[src/hdl/lzw_pkg.sv]
// Shared constants and controller/datapath interface types for the LZW compressor.
// No dependencies.
`timescale 1ns / 1ps
`default_nettype none
package lzw_pkg;
    localparam int CODE_BITS_DEF = 12;
    localparam int BASE_CODES    = 256;
    localparam int EPOCH_BITS    = 8;

    typedef struct packed {
        logic accept;
        logic probe_next;
        logic take_hit;
        logic insert_miss;
        logic emit_miss;
        logic emit_flush;
        logic clr_step;
        logic clr_finish;
    } lzw_cmd_t;

    typedef struct packed {
        logic active;
        logic last;
        logic hit;
        logic occupied;
        logic out_free;
        logic clr_done;
        logic epoch_wrap;
    } lzw_sts_t;
endpackage
`default_nettype wire

[src/hdl/lzw_ctrl.sv]
// Controller state machine of the LZW compressor: sequences clear, probe, insert, emit.
// Depends on lzw_pkg.
`timescale 1ns / 1ps
`default_nettype none
module lzw_ctrl
    import lzw_pkg::*;
(
    input  wire logic     aclk,
    input  wire logic     aresetn,
    input  wire logic     s_tvalid,
    input  wire logic     s_tlast,
    output logic          s_tready,
    input  wire lzw_sts_t sts,
    output lzw_cmd_t      cmd
);
    localparam logic [2:0] ST_CLEAR = 3'd0;
    localparam logic [2:0] ST_IDLE  = 3'd1;
    localparam logic [2:0] ST_PROBE = 3'd2;
    localparam logic [2:0] ST_CHECK = 3'd3;
    localparam logic [2:0] ST_MISS  = 3'd4;
    localparam logic [2:0] ST_FLUSH = 3'd5;

    logic [2:0] state_reg, state_next;

    always_ff @(posedge aclk) begin
        if (!aresetn) begin
            state_reg <= ST_CLEAR;
        end else begin
            state_reg <= state_next;
        end
    end

    always_comb begin
        state_next = state_reg;
        cmd        = '0;
        s_tready   = 1'b0;
        case (state_reg)
            ST_CLEAR: begin
                cmd.clr_step = 1'b1;
                if (sts.clr_done) begin
                    cmd.clr_finish = 1'b1;
                    state_next     = ST_IDLE;
                end
            end
            ST_IDLE: begin
                s_tready = 1'b1;
                if (s_tvalid) begin
                    cmd.accept = 1'b1;
                    if (sts.active) begin
                        state_next = ST_PROBE;
                    end else if (s_tlast) begin
                        state_next = ST_FLUSH;
                    end
                end
            end
            ST_PROBE: begin
                state_next = ST_CHECK;
            end
            ST_CHECK: begin
                if (sts.hit) begin
                    cmd.take_hit = 1'b1;
                    state_next   = sts.last ? ST_FLUSH : ST_IDLE;
                end else if (sts.occupied) begin
                    cmd.probe_next = 1'b1;
                    state_next     = ST_PROBE;
                end else begin
                    cmd.insert_miss = 1'b1;
                    state_next      = ST_MISS;
                end
            end
            ST_MISS: begin
                if (sts.out_free) begin
                    cmd.emit_miss = 1'b1;
                    state_next    = sts.last ? ST_FLUSH : ST_IDLE;
                end
            end
            ST_FLUSH: begin
                if (sts.out_free) begin
                    cmd.emit_flush = 1'b1;
                    // epoch wrap needs a fresh clear of the table
                    state_next     = sts.epoch_wrap ? ST_CLEAR : ST_IDLE;
                end
            end
            default: begin
                state_next = ST_CLEAR;
            end
        endcase
    end
endmodule
`default_nettype wire

[config.mk]
export PLATFORM = sky130hd
export DESIGN_NAME = lzw_ctrl
export DESIGN_NICKNAME = d
export VERILOG_FILES = /design/src/hdl/lzw_pkg.sv /design/src/hdl/lzw_ctrl.sv
export SDC_FILE = /design/constraint.sdc
export NUM_CORES = 1
export LEC_CHECK = 0
export ABC_AREA = 1
export BUFFER_PORTS_ARGS = -buffer_cell sky130_fd_sc_hd__clkbuf_2
export CAP_MARGIN = 10
export CELL_PAD_IN_SITES_DETAIL_PLACEMENT = 0
export CELL_PAD_IN_SITES_GLOBAL_PLACEMENT = 2
export CORE_MARGIN = 10
export CORE_UTILIZATION = 18
export CTS_CLUSTER_DIAMETER = 150
export DETAILED_ROUTE_END_ITERATION = 10
export PLACE_DENSITY = 0.74
export SLEW_MARGIN = 20
export SYNTH_ARGS = -nofsm -noshare
export SYNTH_HDL_FRONTEND = slang
export SYNTH_SLANG_ARGS = --single-unit
[constraint.sdc]
create_clock -name aclk -period 1.45 [get_ports aclk]
set_input_delay 0 -clock aclk [delete_from_list [all_inputs] [get_ports aclk]]
set_output_delay 0 -clock aclk [all_outputs]
set_load 0.02 [all_outputs]
==> results.cfg <==
[detailed_routing]
viasPerCell = 4.03
routed-wl-met3_um = 62
drc = 0
top_layer = met3
num_vias = 435
wl_per_cell_um = 9.21
dr.pass1.iters = 4
postRouteAntennaNets = 0
wl_met2_um = 500
drt_iter0_drc = 8
m1WireLength_um = 433
wl_um = 995

[cells_and_area]
fillers = 212
stdcell_area_um2 = 495
multi_input_area_um2 = 224
antenna_cells = 0
nets = 95
drive_above_1_share = 0.373
largest_register_ff_count = 3
seq_area_um2 = 60.1
syn_to_final_growth_pct = 44.0
final_util = 0.281

[hold_path]
min_path_type = primary input to register

[synthesis]
synth_top_cell_area_share = 0.175
yosys.area.top_type = dfxtp_1
synth_commonest_cells = nand2_1 (12), inv_1 (10), nor2_1 (9)
synthArstFlopShare = 0
ys_warn_count = 0
synth_cell_types = 18
synth_area_um2 = 344
yosysMostFrequentCell = nand2_1
synth-seq-cells = 3
synth_cells = 60
synth_area_leaders = dfxtp_1 (17%), nand2_1 (13%), inv_1 (11%)
syn_nets = 71
synth_edf_count = 0
ys_seq_area_frac = 0.175
syn_avg_cell_area_um2 = 5.73
synth_ff_type = dfxtp_1

[power]
power_leakage_uw = 0.000280
max-vdd-ir-drop_uv = 827
powerDensity_mw_per_mm2 = 1660
power_uw = 821

[setup_path]
worstSetupEndpoint = cmd[4]
regToRegEndpoint = state_reg[0]$_SDFFE_PN0P_
path_cells = nand2_1 > nor2_2 > inv_1 > nor3_1 > clkbuf_2
reg2reg_depth = 7
path_depth = 5
path_delay_family = flip-flops
worstPathRequired_ns = 1.45
cp.arrival_ns = 1.33
r2r_slack_ns = 0.25
cp-start-kind = register
timing.critical_path.buf_inv = 2
crit_slowest_cell = dfxtp_1
crit_start = state_reg[1]$_SDFFE_PN0P_
critPathCaptureType = primary output
critPathMaxFanout = 7
rr_startpoint = state_reg[1]$_SDFFE_PN0P_
critPathMaxStageDelay_ns = 0.47
critical_path_class = register to primary output

[global_route]
overflow = 0
grt_pass1_wl_mm = 1.67
grt_usage = 0.0490
antenna_found_initial = 0
grt_max_degree = 12
grt_pass1_vias = 405

[clock_network]
clk_pin_slew_ns = 0.04
clk_latency_ns = 0.23
cts.sinks = 3
clk_path_buf_depth = 2
post_cts_buffers = 0
root_buffer = clkbuf_4
cts-buffers-inserted = 3
htree_levels = 1
cts_tree = yes

[sta]
fmax_mhz = 752
tightest_slew_ns = 0.284
finalSetupTns_ns = 0
fin_crit_sh = 0.917
slew_viol_final = 0
finClkSkew_ns = 0.000304
relSlewSlack = 0.810
setup_viol = 0
rsz0062_at_grt = no
final.setup.worst_slack_ns = 0.120
min_period_ns = 1.33
hold_viol = 0

[status]
outcome = completed

[floorplanning]
dieArea_mm2 = 0.00406
rows = 15
coreArea_mm2 = 0.00176
io_pins = 20
die_w_um = 63.7
die_y_um = 63.7
initial_core_util = 0.195

[place]
place_area_um2 = 459
dp_hpwl_um = 872
post-place-ws_ns = 0.270
port_buffers = 19
gp_congestion = 0.742

[job]
cap_violations = 0
## power breakdown
group	leakage, uW	total [uW]	internal (uW)	switching [uW]
combinational	0.000240	515	171	344
clock	0.0000150	145	103	42.3
sequential	0.0000247	160	112	48.0
## cell type report
type,instances,area share
multi-input combinational,43,0.452
inverter,13,0.0985
sequential,3,0.121
timing repair buffer,20,0.212
clock buffer,4,0.0530
tap,25,0.0631
## routing by layer
layer | GRT usage | vias up
met5 | 0 | -
li1 | - | 237
met2 | 0.0779 | 8
met1 | 0.0534 | 190
met4 | 0.0164 | 0
met3 | 0.0283 | 0
## kinds of logic (layout without fill, tap and decap cells)
group / count (synthesis) / count (layout) / synth area share
buf+inv: 14 / 37 / 0.175
compound gates: 3 / 3 / 0.0509
simple gates: 40 / 40 / 0.600
flops: 3 / 3 / 0.175
## worst min-delay path by stage
stage | from | to | slack (ns) | depth (start not counted)
floorplan | sts[4] | cmd[4] | 0.08 | 1
global placement | aresetn | state_reg[2]$_SDFFE_PN0P_ | 0.25 | 3
detailed placement | aresetn | state_reg[2]$_SDFFE_PN0P_ | 0.25 | 3
CTS | sts[5] | state_reg[2]$_SDFFE_PN0P_ | 0.16 | 5
global route | sts[6] | state_reg[1]$_SDFFE_PN0P_ | 0.21 | 4
finish | sts[5] | state_reg[2]$_SDFFE_PN0P_ | 0.17 | 5
## tightest hold or removal path: stages
cell,delay (ns)
clkbuf_2,0.09
nand3_1,0.07
nand3_1,0.08
nor2_1,0.04
nor2_1,0.08
## layout by cell type (no fill, tap or decap), types with 2 or more instances in the layout
cell / instances
nor4_1: 2
nand3_1: 6
nor2_2: 3
nand3_2: 3
inv_2: 2
clkbuf_4: 3
nand2_1: 12
nor2_1: 9
clkbuf_2: 19
dfxtp_1: 3
o21ai_1: 2
inv_1: 10
## through the flow
step / hold WS [ns] / instances
after floorplan: 0.0831 / 60
after global placement: 0.245 / 103
after detailed placement: 0.247 / 103
after CTS: 0.161 / 108
after global routing: 0.206 / 108
final: 0.166 / 108
## timing repair
item,CTS,global route
hold buffers,1,0
endpoints found under the hold margin,1,0
gates resized for setup,0,0
No activity file was read; power rests on OpenSTA's default activity.
